File: src/rtl/threshold_binarize_dark_centroid_defines.svh
// Assertion macros for the threshold binarize and dark centroid block.
`ifndef THRESHOLD_BINARIZE_DARK_CENTROID_DEFINES_SVH
`define THRESHOLD_BINARIZE_DARK_CENTROID_DEFINES_SVH

`ifndef ASSERT_OFF
`define TBDC_ASSERT(lbl, prop, msg) \
  lbl: assert property (@(posedge clk_i) disable iff (!rst_ni) prop) else $error(msg);
`define TBDC_ASSERT_NEVER(lbl, cond, msg) \
  lbl: assert property (@(posedge clk_i) disable iff (!rst_ni) !(cond)) else $error(msg);
`else
`define TBDC_ASSERT(lbl, prop, msg)
`define TBDC_ASSERT_NEVER(lbl, cond, msg)
`endif

`endif

File: src/rtl/tbdc_pkg.sv
// Package with widths, constants, types and helpers of the threshold centroid block.
package tbdc_pkg;

  localparam int PIX_W      = 8;
  localparam int MAX_COLS   = 2048;
  localparam int MAX_ROWS   = 2048;
  localparam int POS_W      = 11;
  localparam int CNT_W      = 23;
  localparam int SUM_W      = 34;
  localparam int DIV_CNT_W  = $clog2(SUM_W);
  localparam int APB_ADDR_W = 3;
  localparam int APB_DATA_W = 32;

  localparam logic [POS_W-1:0]     COL_LAST    = POS_W'(MAX_COLS - 1);
  localparam logic [POS_W-1:0]     ROW_LAST    = POS_W'(MAX_ROWS - 1);
  localparam logic [CNT_W-1:0]     CNT_MAX     = '1;
  localparam logic [PIX_W-1:0]     THR_RESET   = 8'd102;
  localparam logic [PIX_W-1:0]     PIX_BRIGHT  = 8'hFF;
  localparam logic [PIX_W-1:0]     PIX_DARK    = 8'h00;
  localparam logic [DIV_CNT_W-1:0] DIV_LAST    = DIV_CNT_W'(SUM_W - 1);
  localparam logic                 REG_THRESHOLD = 1'b0;

  typedef enum logic [2:0] {
    ST_IDLE    = 3'b001,
    ST_DIV_COL = 3'b010,
    ST_DIV_ROW = 3'b100
  } state_e;

  typedef struct packed {
    logic [CNT_W-1:0] count;
    logic [SUM_W-1:0] col_sum;
    logic [SUM_W-1:0] row_sum;
  } acc_t;

  typedef struct packed {
    logic             start;
    logic [SUM_W-1:0] dividend;
    logic [CNT_W-1:0] divisor;
  } div_req_t;

  typedef struct packed {
    logic             done;
    logic [POS_W-1:0] quot;
  } div_rsp_t;

  function automatic logic [SUM_W-1:0] sat_add(logic [SUM_W-1:0] a, logic [POS_W-1:0] b);
    logic [SUM_W:0] s;
    s = {1'b0, a} + (SUM_W + 1)'(b);
    return s[SUM_W] ? {SUM_W{1'b1}} : s[SUM_W-1:0];
  endfunction

endpackage

File: src/rtl/tbdc_accum.sv
// Position counters and dark pixel count and sum accumulators.
module tbdc_accum (
  input  logic               clk_i,
  input  logic               rst_ni,
  input  logic               step_i,
  input  logic               dark_i,
  input  logic               eol_i,
  input  logic               eof_i,
  output tbdc_pkg::acc_t     nxt_o
);

  logic [tbdc_pkg::POS_W-1:0] col_pos_q, row_pos_q;
  logic [tbdc_pkg::CNT_W-1:0] cnt_q;
  logic [tbdc_pkg::SUM_W-1:0] col_sum_q, row_sum_q;
  logic                       add_en;

  assign add_en = step_i && dark_i && (cnt_q != tbdc_pkg::CNT_MAX);

  always_comb begin
    nxt_o.count   = add_en ? cnt_q + tbdc_pkg::CNT_W'(1) : cnt_q;
    nxt_o.col_sum = add_en ? tbdc_pkg::sat_add(col_sum_q, col_pos_q) : col_sum_q;
    nxt_o.row_sum = add_en ? tbdc_pkg::sat_add(row_sum_q, row_pos_q) : row_sum_q;
  end

  always_ff @(posedge clk_i or negedge rst_ni) begin
    if (!rst_ni) begin
      col_pos_q <= '0;
      row_pos_q <= '0;
      cnt_q     <= '0;
      col_sum_q <= '0;
      row_sum_q <= '0;
    end else if (step_i) begin
      if (eof_i) begin
        col_pos_q <= '0;
        row_pos_q <= '0;
        cnt_q     <= '0;
        col_sum_q <= '0;
        row_sum_q <= '0;
      end else begin
        cnt_q     <= nxt_o.count;
        col_sum_q <= nxt_o.col_sum;
        row_sum_q <= nxt_o.row_sum;
        if (eol_i) begin
          col_pos_q <= '0;
          if (row_pos_q != tbdc_pkg::ROW_LAST) begin
            row_pos_q <= row_pos_q + tbdc_pkg::POS_W'(1);
          end
        end else if (col_pos_q != tbdc_pkg::COL_LAST) begin
          col_pos_q <= col_pos_q + tbdc_pkg::POS_W'(1);
        end
      end
    end
  end

endmodule

File: src/rtl/tbdc_div.sv
// Shared restoring divider that yields one quotient bit per cycle.
module tbdc_div (
  input  logic                 clk_i,
  input  logic                 rst_ni,
  input  tbdc_pkg::div_req_t   req_i,
  output tbdc_pkg::div_rsp_t   rsp_o
);

  logic                           busy_q;
  logic [tbdc_pkg::DIV_CNT_W-1:0] cnt_q;
  logic [tbdc_pkg::SUM_W-1:0]     dvd_q;
  logic [tbdc_pkg::CNT_W-1:0]     dsr_q;
  logic [tbdc_pkg::CNT_W-1:0]     rem_q, rem_d;
  logic [tbdc_pkg::POS_W-1:0]     quo_q;
  logic [tbdc_pkg::CNT_W:0]       trial;
  logic                           qbit;

  always_comb begin
    trial = {rem_q, dvd_q[tbdc_pkg::SUM_W-1]};
    qbit  = trial >= {1'b0, dsr_q};
    rem_d = qbit ? tbdc_pkg::CNT_W'(trial - {1'b0, dsr_q}) : trial[tbdc_pkg::CNT_W-1:0];
  end

  assign rsp_o.done = busy_q && (cnt_q == tbdc_pkg::DIV_LAST);
  assign rsp_o.quot = {quo_q[tbdc_pkg::POS_W-2:0], qbit};

  always_ff @(posedge clk_i or negedge rst_ni) begin
    if (!rst_ni) begin
      busy_q <= 1'b0;
      cnt_q  <= '0;
    end else if (req_i.start) begin
      busy_q <= 1'b1;
      cnt_q  <= '0;
    end else if (busy_q) begin
      busy_q <= !rsp_o.done;
      cnt_q  <= cnt_q + tbdc_pkg::DIV_CNT_W'(1);
    end
  end

  always_ff @(posedge clk_i) begin
    if (req_i.start) begin
      dvd_q <= req_i.dividend;
      dsr_q <= req_i.divisor;
      rem_q <= '0;
      quo_q <= '0;
    end else if (busy_q) begin
      dvd_q <= {dvd_q[tbdc_pkg::SUM_W-2:0], 1'b0};
      rem_q <= rem_d;
      quo_q <= rsp_o.quot;
    end
  end

endmodule

File: src/rtl/threshold_binarize_dark_centroid.sv
// Top level of the threshold binarize and dark centroid block.
//
//   channel | direction | handshake             | payload
//   in      | request   | in_valid_i/in_stall_o | pixel, end_of_line, end_of_frame
//   out     | result    | out_valid_o/out_stall_i | binary_pixel, centroid fields
//   config  | APB write | psel/penable/pready   | threshold_level at address 0
//
// A pixel that does not end a frame, or ends one without dark pixels, loads the output register when accepted.
// A frame end with dark pixels runs two 34-step divisions through one shared divider,
// so its result appears once both divisions are done and no request is taken meanwhile.
// Reset clears the counters, the sequencer and the output valid and loads threshold 102.
// A stalled result holds the output register, and then no new request is accepted.
`include "threshold_binarize_dark_centroid_defines.svh"

module threshold_binarize_dark_centroid (
  input  logic                            clk_i,
  input  logic                            rst_ni,
  input  logic                            in_valid_i,
  output logic                            in_stall_o,
  input  logic [tbdc_pkg::PIX_W-1:0]      pixel_i,
  input  logic                            end_of_line_i,
  input  logic                            end_of_frame_i,
  output logic                            out_valid_o,
  input  logic                            out_stall_i,
  output logic [tbdc_pkg::PIX_W-1:0]      binary_pixel_o,
  output logic                            centroid_valid_o,
  output logic                            dark_found_o,
  output logic [tbdc_pkg::POS_W-1:0]      centroid_col_o,
  output logic [tbdc_pkg::POS_W-1:0]      centroid_row_o,
  input  logic                            psel,
  input  logic                            penable,
  input  logic                            pwrite,
  input  logic [tbdc_pkg::APB_ADDR_W-1:0] paddr,
  input  logic [tbdc_pkg::APB_DATA_W-1:0] pwdata,
  output logic [tbdc_pkg::APB_DATA_W-1:0] prdata,
  output logic                            pready
);

  tbdc_pkg::state_e           state_q, state_d;
  logic [tbdc_pkg::PIX_W-1:0] thr_q;
  logic [tbdc_pkg::PIX_W-1:0] bin_q;
  logic [tbdc_pkg::SUM_W-1:0] row_sum_q;
  logic [tbdc_pkg::CNT_W-1:0] count_q;
  logic [tbdc_pkg::POS_W-1:0] col_q;
  logic                       out_valid_q;
  logic [tbdc_pkg::PIX_W-1:0] out_bin_q, out_bin_d;
  logic                       out_cv_q, out_cv_d;
  logic                       out_df_q, out_df_d;
  logic [tbdc_pkg::POS_W-1:0] out_col_q, out_col_d;
  logic [tbdc_pkg::POS_W-1:0] out_row_q, out_row_d;
  logic                       out_load;
  logic                       accept;
  logic                       dark;
  logic [tbdc_pkg::PIX_W-1:0] bin_pix;
  tbdc_pkg::acc_t             acc_nxt;
  tbdc_pkg::div_req_t         div_req;
  tbdc_pkg::div_rsp_t         div_rsp;

  assign pready = 1'b1;
  assign prdata = (paddr[2] == tbdc_pkg::REG_THRESHOLD) ?
                  tbdc_pkg::APB_DATA_W'(thr_q) : '0;

  always_ff @(posedge clk_i or negedge rst_ni) begin
    if (!rst_ni) begin
      thr_q <= tbdc_pkg::THR_RESET;
    end else if (psel && penable && pwrite && pready &&
                 paddr[2] == tbdc_pkg::REG_THRESHOLD) begin
      thr_q <= pwdata[tbdc_pkg::PIX_W-1:0];
    end
  end

  assign in_stall_o = !(state_q == tbdc_pkg::ST_IDLE && (!out_valid_q || !out_stall_i));
  assign accept     = in_valid_i && !in_stall_o;
  assign dark       = pixel_i < thr_q;
  assign bin_pix    = dark ? tbdc_pkg::PIX_DARK : tbdc_pkg::PIX_BRIGHT;

  tbdc_accum u_accum (
    .clk_i  (clk_i),
    .rst_ni (rst_ni),
    .step_i (accept),
    .dark_i (dark),
    .eol_i  (end_of_line_i),
    .eof_i  (end_of_frame_i),
    .nxt_o  (acc_nxt)
  );

  tbdc_div u_div (
    .clk_i  (clk_i),
    .rst_ni (rst_ni),
    .req_i  (div_req),
    .rsp_o  (div_rsp)
  );

  always_comb begin
    state_d          = state_q;
    out_load         = 1'b0;
    out_bin_d        = bin_pix;
    out_cv_d         = end_of_frame_i;
    out_df_d         = 1'b0;
    out_col_d        = '0;
    out_row_d        = '0;
    div_req.start    = 1'b0;
    div_req.dividend = acc_nxt.col_sum;
    div_req.divisor  = acc_nxt.count;
    case (state_q)
      tbdc_pkg::ST_IDLE: begin
        if (accept) begin
          if (end_of_frame_i && acc_nxt.count != '0) begin
            div_req.start = 1'b1;
            state_d       = tbdc_pkg::ST_DIV_COL;
          end else begin
            out_load = 1'b1;
          end
        end
      end
      tbdc_pkg::ST_DIV_COL: begin
        div_req.dividend = row_sum_q;
        if (div_rsp.done) begin
          div_req.start = 1'b1;
          state_d       = tbdc_pkg::ST_DIV_ROW;
        end
      end
      tbdc_pkg::ST_DIV_ROW: begin
        out_bin_d = bin_q;
        out_cv_d  = 1'b1;
        out_df_d  = 1'b1;
        out_col_d = col_q;
        out_row_d = div_rsp.quot;
        if (div_rsp.done) begin
          out_load = 1'b1;
          state_d  = tbdc_pkg::ST_IDLE;
        end
      end
      default: begin
        state_d = tbdc_pkg::ST_IDLE;
      end
    endcase
    if (state_q != tbdc_pkg::ST_IDLE) begin
      div_req.divisor = count_q;
    end
  end

  always_ff @(posedge clk_i or negedge rst_ni) begin
    if (!rst_ni) begin
      state_q     <= tbdc_pkg::ST_IDLE;
      out_valid_q <= 1'b0;
    end else begin
      state_q <= state_d;
      if (out_load) begin
        out_valid_q <= 1'b1;
      end else if (!out_stall_i) begin
        out_valid_q <= 1'b0;
      end
    end
  end

  always_ff @(posedge clk_i) begin
    if (accept) begin
      bin_q     <= bin_pix;
      row_sum_q <= acc_nxt.row_sum;
      count_q   <= acc_nxt.count;
    end
    if (state_q == tbdc_pkg::ST_DIV_COL && div_rsp.done) begin
      col_q <= div_rsp.quot;
    end
    if (out_load) begin
      out_bin_q <= out_bin_d;
      out_cv_q  <= out_cv_d;
      out_df_q  <= out_df_d;
      out_col_q <= out_col_d;
      out_row_q <= out_row_d;
    end
  end

  assign out_valid_o      = out_valid_q;
  assign binary_pixel_o   = out_bin_q;
  assign centroid_valid_o = out_cv_q;
  assign dark_found_o     = out_df_q;
  assign centroid_col_o   = out_col_q;
  assign centroid_row_o   = out_row_q;

  `TBDC_ASSERT(a_busy_stalls, state_q != tbdc_pkg::ST_IDLE |-> in_stall_o, "Request taken while dividing.")
  `TBDC_ASSERT(a_done_in_div, div_rsp.done |-> (state_q == tbdc_pkg::ST_DIV_COL || state_q == tbdc_pkg::ST_DIV_ROW), "Divider finished outside a division step.")
  `TBDC_ASSERT_NEVER(a_found_needs_eof, out_valid_o && dark_found_o && !centroid_valid_o, "Centroid flag without frame end.")
  `TBDC_ASSERT(a_load_free, out_load |-> (!out_valid_q || !out_stall_i), "Result register overwritten while stalled.")

endmodule
File: config.mk
export PLATFORM = sky130hd
export DESIGN_NAME = threshold_binarize_dark_centroid
export DESIGN_NICKNAME = d
export VERILOG_FILES = /design/src/rtl/tbdc_pkg.sv /design/src/rtl/tbdc_accum.sv /design/src/rtl/tbdc_div.sv /design/src/rtl/threshold_binarize_dark_centroid.sv
export VERILOG_INCLUDE_DIRS = /design/src /design/src/rtl
export SDC_FILE = /design/constraint.sdc
export NUM_CORES = 1
export LEC_CHECK = 0
export BUFFER_PORTS_ARGS = -buffer_cell sky130_fd_sc_hd__buf_2
export CAP_MARGIN = 20
export CORE_AREA = 2 2 181 183
export CTS_BUF_LIST = sky130_fd_sc_hd__clkbuf_16
export DETAILED_ROUTE_END_ITERATION = 6
export DIE_AREA = 0 0 183 185
export PLACE_DENSITY = 0.79
export SYNTH_ARGS = -nofsm -noshare
export SYNTH_HDL_FRONTEND = slang
export SYNTH_SLANG_ARGS = --single-unit
File: constraint.sdc
create_clock -name clk_i -period 4.8 [get_ports clk_i]
set_clock_uncertainty 0.05 [all_clocks]
set_input_delay 1.44 -clock clk_i [delete_from_list [all_inputs] [get_ports clk_i]]
set_output_delay 1.44 -clock clk_i [all_outputs]
set_load 0.01 [all_outputs]
### Word-level counts from Yosys, hierarchy flattened

Index checks and enable logic that the tools add are counted.

| word-level totals | value |
|---|---|
| RAM bits | 0 |
| bits in read-only memories | 0 |
| bits in latches | 0 |
| word-level logic and storage cells | 110 |
| memories | 0 |
| register bits | 330 |
| output and inout port bits | 67 |
| bits of input ports | 52 |

| operators by class | value |
|---|---|
| reductions and logical operators | 23 |
| add/subtract/negate cells | 7 |
| multiply operators | 0 |
| magnitude comparators | 2 |
| bitwise operators | 1 |
| shift operators | 0 |
| muxes and demuxes | 41 |
| div/mod/pow operators | 0 |
| equality and inequality tests | 13 |

Operators by type and width:

| cell | number |
|---|---|
| two-way mux 34 bit | 9 |
| two-way mux 23 bit | 4 |
| adder 34 x 11 -> 35 bit | 2 |
| two-way mux 11 bit | 6 |
| greater-or-equal comparator 24 x 23 -> 1 bit | 1 |
| two-way mux 8 bit | 3 |
| adder 23 x 1 -> 23 bit, second input constant | 1 |
| != test 23 bit, second input constant | 1 |
| nonzero test 23 bit | 1 |
| subtractor 23 bit | 1 |
| adder 11 x 1 -> 11 bit, second input constant | 2 |
| != test 11 bit, second input constant | 2 |
| two-way mux 3 bit | 4 |
| two-way mux 6 bit | 2 |
| logical AND 1 bit | 10 |
| two-way mux 1 bit | 10 |
| one-hot mux 3 bit (3 select lines) | 1 |
| less-than comparator 8 bit | 1 |
| adder 6 x 1 -> 6 bit, second input constant | 1 |
| == test 6 bit, second input constant | 1 |
| != test 2 x 1 -> 1 bit, second input constant | 3 |
| nonzero test 2 bit | 3 |
| zero test 1 bit | 4 |
| != test 2 bit, second input constant | 2 |
| 11 further kinds | 12 |

### Depth between registers and ports, before layout

Gate-level depths: netlist (run 1).

| logic depth | value |
|---|---|
| depth in word-level cells | 13 |
| mapped depth | 16 |
| gate-level depth less buffers | 12 |

### Hierarchy

Synthesis (run 1) repeated with hierarchy kept, for this count alone.

| unflattened totals | value |
|---|---|
| cells, all modules | 1637 |
| area, all modules | 17560.6 um^2 |

By module, submodules not included:

| module | cells each | times used | sequential area each (um^2) | area an instance (um^2) |
|---|---|---|---|---|
| tbdc_accum | 852 | 1 | 2827.7 | 7629.8 |
| tbdc_div | 479 | 1 | 2547.4 | 5180.0 |
| threshold_binarize_dark_centroid | 306 | 1 | 3129.3 | 4750.8 |

### Least setup slack after synthesis (run 1)

No wires, ideal clock.

| timing path | value |
|---|---|
| path kind | in2reg |
| from | input out_stall_i |
| to | register out_bin_q, in the netlist binary_pixel_o[6] (enable) |
| path slack | -480 ps |
| stages on the path | 6 |
| data arrival time | 4788 ps |
| required time | 4308 ps |
| library setup time | 442 ps |
| buffers on the path | 1 |
| cells stage by stage | nand2_1 -> nand3_4 -> inv_1 -> clkbuf_1 -> nand2_1 -> o21ai_0 |

| on the way | value |
|---|---|
| cells in the longest elaborated chain, start to end | 12 |

Ends and longest elaborated chain:

| element | RTL line | RTL |
|---|---|---|
| start, declared | threshold_binarize_dark_centroid.sv:24 | `input logic out_stall_i,` |
| zero test 1 bit (*) | -- |  |
| logical OR 1 bit (*) | threshold_binarize_dark_centroid.sv:72 | `assign in_stall_o = !(state_q == tbdc_pkg::ST_IDLE && (!out_valid_q \|\| !out_stall_i));` |
| logical AND 1 bit (*) | threshold_binarize_dark_centroid.sv:72 |  |
| logical AND 1 bit (*) | threshold_binarize_dark_centroid.sv:73 | `assign accept = in_valid_i && !in_stall_o;` |
| net accept | threshold_binarize_dark_centroid.sv:52 | `logic accept;` |
| logical AND 1 bit (2 in series) | tbdc_accum.sv:17 | `assign add_en = step_i && dark_i && (cnt_q != tbdc_pkg::CNT_MAX);` |
| two-way mux 23 bit | tbdc_accum.sv:20 | `nxt_o.count = add_en ? cnt_q + tbdc_pkg::CNT_W'(1) : cnt_q;` |
| nonzero test 23 bit | threshold_binarize_dark_centroid.sv:108 | `if (end_of_frame_i && acc_nxt.count != '0) begin` |
| logical AND 1 bit | threshold_binarize_dark_centroid.sv:108 |  |
| two-way mux 1 bit | threshold_binarize_dark_centroid.sv:108 |  |
| two-way mux 1 bit (*) | threshold_binarize_dark_centroid.sv:107 | `if (accept) begin` |
| one-hot mux 1 bit (2 select lines) (*) | threshold_binarize_dark_centroid.sv:105 | `case (state_q)` |
| net out_load | threshold_binarize_dark_centroid.sv:51 | `logic out_load;` |
| end signal, assigned | threshold_binarize_dark_centroid.sv:167 | `out_bin_q <= out_bin_d;` |
| end, declared | threshold_binarize_dark_centroid.sv:46 | `logic [tbdc_pkg::PIX_W-1:0] out_bin_q, out_bin_d;` |

Mark *: on every way through the listed nets, which the timed path passes. The rest lies on a longest branch.
A chain may end at the register's enable or synchronous reset.

### Worst setup path in the final report (run 1)

| timing path | value |
|---|---|
| from | input pixel_i[6] (netlist bit) |
| to | register u_div.dsr_q[5] (netlist bit) (enable) |

| on the way | value |
|---|---|
| cells in the longest elaborated chain, start to end | 9 |

Ends and longest elaborated chain:

| element | RTL line | RTL |
|---|---|---|
| start, declared | threshold_binarize_dark_centroid.sv:20 | `input logic [tbdc_pkg::PIX_W-1:0] pixel_i,` |
| less-than comparator 8 bit | threshold_binarize_dark_centroid.sv:74 | `assign dark = pixel_i < thr_q;` |
| logical AND 1 bit (2 in series) | tbdc_accum.sv:17 |  |
| two-way mux 23 bit | tbdc_accum.sv:20 |  |
| nonzero test 23 bit | threshold_binarize_dark_centroid.sv:108 |  |
| logical AND 1 bit | threshold_binarize_dark_centroid.sv:108 |  |
| two-way mux 1 bit | threshold_binarize_dark_centroid.sv:108 |  |
| two-way mux 1 bit | threshold_binarize_dark_centroid.sv:107 |  |
| one-hot mux 1 bit (2 select lines) | threshold_binarize_dark_centroid.sv:105 |  |
| end signal, assigned | tbdc_div.sv:43 | `dsr_q <= req_i.divisor;` |
| end, declared | tbdc_div.sv:12 | `logic [tbdc_pkg::CNT_W-1:0] dsr_q;` |

No other way between the ends.

==> flow_summary.json, run 1 <==
{
  "cap_viol_max_count": 0,
  "power_leakage_nw": 8.24,
  "cts_sinks": 316,
  "ys.flop_type": "edfxtp_1",
  "hold_violations": 0,
  "finalMaxSlewViolations": 0,
  "syn_inst": 1708,
  "cts_setup_buffers": 0,
  "post_drt_wl_per_cell_um": 17.9,
  "p_clk_share_pct": 47.9,
  "p_comb_share_pct": 2.7,
  "post-route-period-util_pct": 91.0,
  "grt_max_degree": 90,
  "grt-ovfl-total": 0,
  "via_count": 13200,
  "switching_power_mw": 1.21,
  "grt_pass1_vias": 12800,
  "antenna_found_initial": 0,
  "fillCellCount": 2612,
  "layout_commonest_cell": "nor2_1",
  "netlist.area_leader.share_pct": 26.1,
  "finalSetupViolations": 0,
  "n_antenna_cell": 0,
  "cts_hold_buf": 0,
  "portBuffers": 67,
  "cp_data_arrival_time_ps": 4470,
  "start_util_pct": 54.3,
  "p_int_mw": 4.54,
  "clk-insertion-delay-late_ps": 530,
  "track_usage_pct": 23.5,
  "netlist_area_um2": 17400,
  "first_pass_iters": 5,
  "hold_start": "u_div.quo_q[9]",
  "synth_warnings": 0,
  "total_power_mw": 5.75,
  "synth_top_area_cell": "edfxtp_1",
  "min_delay_worst_endpoint": "col_q[10]",
  "irDropWorstVdd_mv": 0.244,
  "r2r-end": "u_div.dvd_q[2]",
  "holdPathStages": 0,
  "worstSetupPathType": "input pin to register",
  "synth_edf_count": 151,
  "pwr-share-seq_pct": 49.4,
  "yosys_register_bits": 316,
  "core_um2": 32000,
  "cts_tree": "done",
  "drt-vias-per-instance": 6.00,
  "ioPinCount": 119,
  "endpoint_kind": "register",
  "wirelength_um": 39400,
  "gp_congestion": 0.910,
  "crit_start": "pixel_i[6]",
  "p_sw_share_pct": 21.1,
  "max_freq_mhz": 229,
  "die_area_um2": 33900,
  "drc": 0,
  "grt_pass1_wl_um": 64400,
  "rrSetupSlack_ps": 770,
  "hold_class": "register to register",
  "rows": 66,
  "reg2reg_from": "u_accum.cnt_q[0]",
  "timing.hold.ws_ps": 410,
  "slew_headroom_pct": 32.3,
  "rsz0062_at_grt": "false",
  "worst_pin_slew_ps": 1010,
  "yosys-top-cells-area": "edfxtp_1 (26%), dfrtp_1 (18%), ha_1 (4.1%)",
  "htree_levels": 2,
  "dpl_cell_area_um2": 18100,
  "cts_buffers": 36,
  "fin_util_pct": 60.3,
  "die_w_um": 183,
  "critical_path_peak_fanout": 56,
  "postSynthAreaPerCell_um2": 10.2,
  "status": "completed",
  "dpl.hpwl_um": 26900,
  "worstPathRequired_ps": 4900,
  "cts-root-buf": "clkbuf_16",
  "mostFrequentLayoutCells": "nor2_1 (173), edfxtp_1 (151), a21oi_1 (129)",
  "final.min_clock_period_ps": 4370,
  "power.density_nw_per_um2": 298,
  "ff2ff_path_depth": 12,
  "final_area_um2": 19300,
  "drive_above_1_share_pct": 15.6,
  "clkTransAtPathRegs_ps": 60,
  "fp.dieH_um": 185,
  "cts.repair.resized": 0,
  "nets": 1877,
  "synth_cell_types": 77,
  "cts.path.max_buffers": 3,
  "yosysSeqAreaShare_pct": 48.9,
  "area_growth_pct": 11.2,
  "drt_iter0_drc": 1163,
  "ys_async_sr_fraction_pct": 41.8,
  "ant_nets": 0,
  "cp-start-kind": "input pin"
}
[power by group through the flow]
stage / logic [mW] / clock network, mW / registers [mW]
2_1_floorplan: 0.0985 / 0 / 2.90
3_3_place_gp: 0.152 / 0 / 2.90
3_5_place_dp: 0.156 / 0 / 2.90
4_1_cts: 0.157 / 2.80 / 2.84
5_1_grt: 0.174 / 2.91 / 2.85
6_report: 0.153 / 2.76 / 2.84
[cells by family after synthesis]
logic type / after synthesis / synth area share (%)
mux: 84 / 5.40
compound gates: 403 / 15.2
other cells: 2 / 0.0432
fa+ha+maj: 60 / 4.45
simple gates: 551 / 15.8
flops: 316 / 48.9
xor+xnor: 99 / 4.99
buf+inv: 193 / 5.19
[worst max-delay path: stages]
cell	delay, ps
buf_2	100
ha_1	300
a21o_1	180
a221o_1	350
a211o_1	290
buf_4	190
nor4_1	330
nor4_1	90
buf_4	150
o2111ai_1	170
o21ai_2	170
o21ai_4	110
buf_4	570
[stage by stage]
stage / TNS, ps / worst slack [ps] / std cells
after global placement: -1180 / -54.1 / 2134
final: 0 / 431 / 2201
after CTS: 0 / 428 / 2200
after global routing: 0 / 188 / 2201
after floorplan: 0 / 82.3 / 1731
after detailed placement: -2430 / -93.4 / 2134
[final cells by class]
type | instances | area [um^2] | share of cell area (%)
clock buffer | 38 | 951 | 4.92
timing repair buffer | 118 | 762 | 3.94
multi-input combinational | 1222 | 8100 | 41.9
inverter | 71 | 267 | 1.38
tap | 408 | 510 | 2.64
clock inverter | 28 | 236 | 1.22
sequential | 316 | 8510 | 44.0
[sequential cells by signal, indices dropped and copies added, names as in the netlist, 23 cells and up]
name,count
u_div.dvd_q,34
u_accum.row_sum_q,34
count_q,23
u_div.rem_q,23
u_div.dsr_q,23
u_accum.cnt_q,23
row_sum_q,34
u_accum.col_sum_q,34
[synthesized netlist by cell type (4+ instances only)]
cell      number
mux2_4         6
ha_1          57
and2_1        17
nor4_1         9
nand2_1      119
a211o_1        5
o31ai_1       14
o31a_1         6
nor2_1       175
nor3_1        35
a211oi_1      31
buf_2         19
nand4b_1       4
dfrtp_1      127
and3_1        61
and4_1        12
a21o_1        24
or2_2          8
xor2_1        40
nand2b_1      12
dfstp_2        5
xnor2_1       59
inv_1         70
nand3_1       32
o211ai_1       5
or3_1          8
a21oi_1      129
buf_4         33
o221a_2       10
mux2i_1       24
edfxtp_1     151
o21a_1        13
a311oi_1       4
mux2_2        54
clkbuf_1      62
o22a_1        26
buf_6          4
dfxtp_1       33
a31oi_1       33
o21ai_0       65
a22o_1         7
nor2b_1        9
nand4_1       32
nor4_2         4
[worst max-delay path by stage]
stage / to / slack, ps / cells after the start
floorplan: u_div.dvd_q[0] / 80 / 10
global placement: u_div.dsr_q[5] / -50 / 13
detailed placement: u_div.dsr_q[5] / -90 / 13
CTS: u_div.dsr_q[4] / 430 / 13
global route: u_div.dsr_q[5] / 190 / 13
finish: u_div.dsr_q[5] / 430 / 13
[per-layer routing]
metal  routed length, um  track usage, %  share of wire, %
met1               16600            30.2                42
met2               19500            40.8                49
met3                2130            2.97               5.4
met4                1140            8.42               2.9
met5                   0               0                 0
No activity file was read; power rests on OpenSTA's default activity.
==> run 2, diff against run 1 <==
- RECOVER_POWER: default -> 50
==> run 2 against run 1 <==
Routed wire length rose by 0.43%. Largest power group unchanged. Critical path depth increased by 1. Sequential share of layout area is 0.29 points higher. Setup slack got worse by 37 ps. Count of clock-buffer cells in the layout is the same. Clock power about the same. Cell count is the same. The flow now finishes with violations (capacitance limit, slew limit). Utilization decreased by 0.40 points. Total power about the same. Final area is 0.66% lower. Maximum frequency is 0.83% lower. Global-route usage is the same. Highest routed layer unchanged.
==> flow_summary.json, run 2 (synthesis results as in run 1) <==
{
  "fp.dieH_um": 185,
  "rows": 66,
  "mostFrequentLayoutCells": "nor2_1 (173), edfxtp_1 (151), a21oi_1 (129)",
  "htree_levels": 2,
  "dpl_cell_area_um2": 18100,
  "power_leakage_nw": 8.11,
  "ff2ff_path_depth": 8,
  "rrSetupSlack_ps": 690,
  "wirelength_um": 39600,
  "hold_violations": 0,
  "path_buf_inv": 5,
  "finalSetupViolations": 0,
  "cap_viol_max_count": 2,
  "hold_class": "register to register",
  "cts_setup_buffers": 0,
  "start_util_pct": 54.3,
  "core_um2": 32000,
  "tns_ps": 0,
  "cts_hold_buf": 0,
  "cts_sinks": 316,
  "cts.path.max_buffers": 3,
  "rsz0062_at_grt": "false",
  "cp_cell_sequence": "buf_2 > ha_1 > a21o_1 > a221o_1 > clkbuf_1 > a211oi_1 > buf_4 > and4_1 > nor4_1 > buf_4 > o2111ai_1 > o21ai_2 > o21ai_4 > buf_4",
  "violations": "capacitance limit, slew limit",
  "cts.repair.resized": 0,
  "cp_data_arrival_time_ps": 4510,
  "final.min_clock_period_ps": 4410,
  "dpl.cell_count": 2134,
  "clk-insertion-delay-late_ps": 530,
  "cp-start-kind": "input pin",
  "power.density_nw_per_um2": 299,
  "portBuffers": 67,
  "drt_iter0_drc": 1225,
  "grt-ovfl-total": 0,
  "layout_commonest_cell": "nor2_1",
  "grt_pass1_vias": 12800,
  "cts-root-buf": "clkbuf_16",
  "worstSetupPathType": "input pin to register",
  "slowest_delay_ps": 570,
  "grt_pass1_wl_um": 64400,
  "final_cells": 2201,
  "irDropWorstVdd_mv": 0.245,
  "min_delay_worst_endpoint": "col_q[10]",
  "slew_headroom_pct": -61.0,
  "antenna_found_initial": 0,
  "drt-vias-per-instance": 6.00,
  "post_drt_wl_per_cell_um": 18.0,
  "multi_input_area_um2": 8070,
  "hold_start": "u_div.quo_q[9]",
  "cts_buffers": 36,
  "drive_above_1_share_pct": 12.5,
  "critical_path_peak_fanout": 56,
  "fin_ws_ps": 394,
  "crit_slowest_cell": "buf_4",
  "n_antenna_cell": 0,
  "gp_congestion": 0.910,
  "fillCellCount": 2644,
  "first_pass_iters": 5,
  "endpoint_kind": "register",
  "track_usage_pct": 23.5,
  "worstPathRequired_ps": 4900,
  "holdPathStages": 0,
  "grt_max_degree": 90,
  "dp_slack_ps": -93.4,
  "nets": 1877,
  "worst_pin_slew_ps": 2410,
  "ant_nets": 0,
  "critPathTopFamily": "compound AO/OA/AOI/OAI gates",
  "status": "finished, violations left",
  "via_count": 13200,
  "clkTransAtPathRegs_ps": 60,
  "reg2reg_from": "state_q[2]",
  "area_growth_pct": 10.4,
  "die_area_um2": 33900,
  "cts_tree": "done",
  "final_area_um2": 19200,
  "max_freq_mhz": 227,
  "dpl.hpwl_um": 26900,
  "cp_common_cell": "buf_4",
  "post-route-period-util_pct": 91.8,
  "finalMaxSlewViolations": 119,
  "drc": 0,
  "timing.hold.ws_ps": 410,
  "ff_latch_area_um2": 8510,
  "ioPinCount": 119,
  "r2r-end": "centroid_row_o[8]",
  "die_w_um": 183
}
==> run 2: cell count changes in the layout (fill, tap and decap cells not counted), moves of 2 or more <==
cell / previous run / this run
buf_2: 66 / 26
buf_4: 48 / 37
clkbuf_1: 0 / 50
clkbuf_2: 0 / 2
==> run 2: cell type report <==
type	instances	area share, %
multi-input cells	1222	42.0
clock inverters	28	1.23
flip-flops and latches	316	44.3
well taps	408	2.66
clock buffers	38	4.95
inverters	71	1.39
repair buffers	118	3.47
==> run 2: worst max path at each step <==
stage	start	endpoint	slack [ps]	depth (start not counted)
after global routing	pixel_i[6]	u_div.rem_q[21]	120	14
after detailed placement	pixel_i[6]	u_div.dsr_q[5]	-90	13
after global placement	pixel_i[6]	u_div.dsr_q[5]	-50	13
after CTS	pixel_i[6]	u_div.dsr_q[4]	430	13
after floorplan	pixel_i[6]	u_div.dvd_q[0]	80	10
final	pixel_i[6]	u_div.dsr_q[4]	390	14
==> run 2: routing by layer <==
layer	track usage [%]	wire length, um
met5	0	0
met2	40.8	19500
met4	8.42	1140
met3	2.97	2120
met1	30.2	16800
==> run 2: worst reg2reg max path, delay by kind of cell (launching register included) <==
kind / cells / cell delay, ps
DFF: 1 / 630
buffers and inverters: 4 / 2060
and+or+nand+nor: 3 / 890
AOI/OAI and AO/OA: 1 / 180
==> run 2: power by group <==
group | switching [mW] | internal, mW
clock | 1.11 | 1.65
combinational | 0.0947 | 0.0500
sequential | 0.00822 | 2.84
==> run 2: through the flow <==
step / util, % / total power [mW]
detailed placement: 56.6 / 3.05
finish: 60.0 / 5.75
global placement: 56.6 / 3.05
global route: 60.0 / 5.92
CTS: 60.3 / 5.80
floorplan: - / 2.99
==> run 3, diff against run 2 <==
- BUFFER_PORTS_ARGS: -buffer_cell sky130_fd_sc_hd__buf_2 -> -buffer_cell sky130_fd_sc_hd__buf_4
- SKIP_CTS_REPAIR_TIMING: default -> 1
==> run 3 against run 2 <==
The run still ends with capacitance limit, slew limit left. Global-route usage increased by 0.18 points. Cell count about the same. Hold slack got worse by 4.6 ps. Combinational power increased by 10%. Via count decreased by 0.89%. Routed wire length about the same. Critical path depth decreased by 1. Critical path type unchanged. Largest power group unchanged.
==> flow_summary.json, run 3 (synthesis results as in run 1) <==
{
  "fin_ws_ps": 351,
  "fillCellCount": 2673,
  "grt-ovfl-total": 0,
  "drive_above_1_share_pct": 12.8,
  "critical_path_peak_fanout": 11,
  "cp-start-kind": "input pin",
  "area_growth_pct": 10.9,
  "total_power_mw": 5.61,
  "rrSetupSlack_ps": 550,
  "worstPathRequired_ps": 5000,
  "max_freq_mhz": 225,
  "track_usage_pct": 23.6,
  "drt_iter0_drc": 1110,
  "cts-root-buf": "clkbuf_16",
  "p_int_mw": 4.42,
  "grt_max_degree": 105,
  "min_delay_worst_endpoint": "col_q[10]",
  "die_w_um": 183,
  "wirelength_um": 39500,
  "layout_commonest_cell": "nor2_1",
  "n_antenna_cell": 0,
  "dpl.hpwl_um": 27000,
  "pwr-share-seq_pct": 50.7,
  "post-route-period-util_pct": 92.7,
  "worst_pin_slew_ps": 2290,
  "status": "finished, violations left",
  "hold_violations": 0,
  "r2r-end": "u_div.dvd_q[2]",
  "finalSetupViolations": 0,
  "mostFrequentLayoutCells": "nor2_1 (174), edfxtp_1 (151), a21oi_1 (129)",
  "post_drt_wl_per_cell_um": 18.0,
  "clkTransAtPathRegs_ps": 60,
  "antenna_found_initial": 0,
  "cts_sinks": 316,
  "core_um2": 32000,
  "p_sw_share_pct": 21.1,
  "grt_pass1_wl_um": 64900,
  "fp.dieH_um": 185,
  "rows": 66,
  "power.density_nw_per_um2": 291,
  "hold_start": "u_div.quo_q[9]",
  "endpoint_kind": "register",
  "gp_congestion": 0.904,
  "first_pass_iters": 5,
  "p_comb_share_pct": 2.8,
  "rsz0062_at_grt": "false",
  "drc": 0,
  "start_util_pct": 54.3,
  "power_leakage_nw": 8.14,
  "ff2ff_path_depth": 12,
  "final_area_um2": 19300,
  "violations": "capacitance limit, slew limit",
  "cp_data_arrival_time_ps": 4650,
  "drt-vias-per-instance": 5.95,
  "finalMaxSlewViolations": 68,
  "cts.path.max_buffers": 3,
  "via_count": 13100,
  "grt_pass1_vias": 13000,
  "hold_class": "register to register",
  "holdPathStages": 0,
  "dp_slack_ps": -130,
  "cts_tree": "done",
  "tns_ps": 0,
  "die_area_um2": 33900,
  "p_clk_share_pct": 46.4,
  "ioPinCount": 119,
  "htree_levels": 2,
  "final.min_clock_period_ps": 4450,
  "slew_headroom_pct": -52.6,
  "clk-insertion-delay-late_ps": 530,
  "portBuffers": 67,
  "nets": 1877,
  "cts_buffers": 35,
  "dpl_cell_area_um2": 18300,
  "switching_power_mw": 1.18,
  "ant_nets": 0,
  "cap_viol_max_count": 2,
  "reg2reg_from": "u_accum.cnt_q[0]",
  "irDropWorstVdd_mv": 0.251,
  "worstSetupPathType": "input pin to register"
}
## run 3: cell count changes in the layout (fill, tap and decap cells not counted), moves of 2 or more
cell | previous run | this run
buf_12 | 3 | 5
buf_2 | 26 | 0
buf_4 | 37 | 63
clkbuf_1 | 50 | 46
clkbuf_16 | 38 | 36
clkbuf_4 | 0 | 2
clkinv_1 | 7 | 3
clkinv_2 | 2 | 7
clkinv_4 | 2 | 0
inv_1 | 79 | 81
## run 3: how the worst max path moves through the flow
| stage | from | end | slack, ps | cells after the start |
|---|---|---|---|---|
| floorplan | pixel_i[6] | u_div.dvd_q[0] | 80 | 10 |
| global placement | pixel_i[6] | u_div.dsr_q[5] | -40 | 13 |
| detailed placement | pixel_i[6] | u_div.dvd_q[30] | -130 | 13 |
| CTS | pixel_i[6] | u_div.dvd_q[2] | 380 | 13 |
| global route | pixel_i[6] | u_div.dvd_q[2] | 190 | 14 |
| finish | pixel_i[6] | u_div.dvd_q[2] | 350 | 13 |
## run 3: power by group through the flow
stage	registers (mW)	logic [mW]	clock network, mW
final	2.84	0.160	2.60
after global placement	2.90	0.164	0
after CTS	2.84	0.170	2.65
after global routing	2.84	0.181	2.76
after floorplan	2.90	0.0985	0
after detailed placement	2.90	0.168	0
## run 3: final cells by class
class / instances / area (um^2) / share of cell area, %
Inverter: 71 / 267 / 1.38
Timing Repair Buffer: 119 / 798 / 4.14
Clock buffer: 36 / 901 / 4.67
Tap cell: 408 / 510 / 2.65
Multi-Input combinational cell: 1222 / 8080 / 41.9
Clock inverter: 28 / 218 / 1.13
Sequential cell: 316 / 8510 / 44.1
## run 3: critical path, cell delays in order
cell	delay [ps]
clkbuf_4	110
ha_1	300
a21o_1	180
a221o_1	360
a211o_1	300
o31a_1	320
nor4_1	280
buf_4	170
o2111ai_1	240
o21ai_2	300
o21ai_4	110
buf_4	260
mux2_2	290
## run 3: stage by stage
| step | utilization [%] | cells | hold WS (ps) |
|---|---|---|---|
| 6_report | 60.2 | 2200 | 406 |
| 5_1_grt | 60.2 | 2200 | 432 |
| 4_1_cts | 60.7 | 2199 | 410 |
| 3_5_place_dp | 57.2 | 2135 | 392 |
| 3_3_place_gp | 57.2 | 2135 | 390 |
| 2_1_floorplan | - | 1731 | 371 |
## run 3: metal layers
metal	vias up	share of wire, %	wire length, um	GRT usage [%]
li1	6298	-	-	-
met1	6342	43	17200	29.9
met2	362	49	19300	42.0
met3	78	4.9	1930	3.19
met4	0	2.9	1150	7.81
met5	-	0	0	0
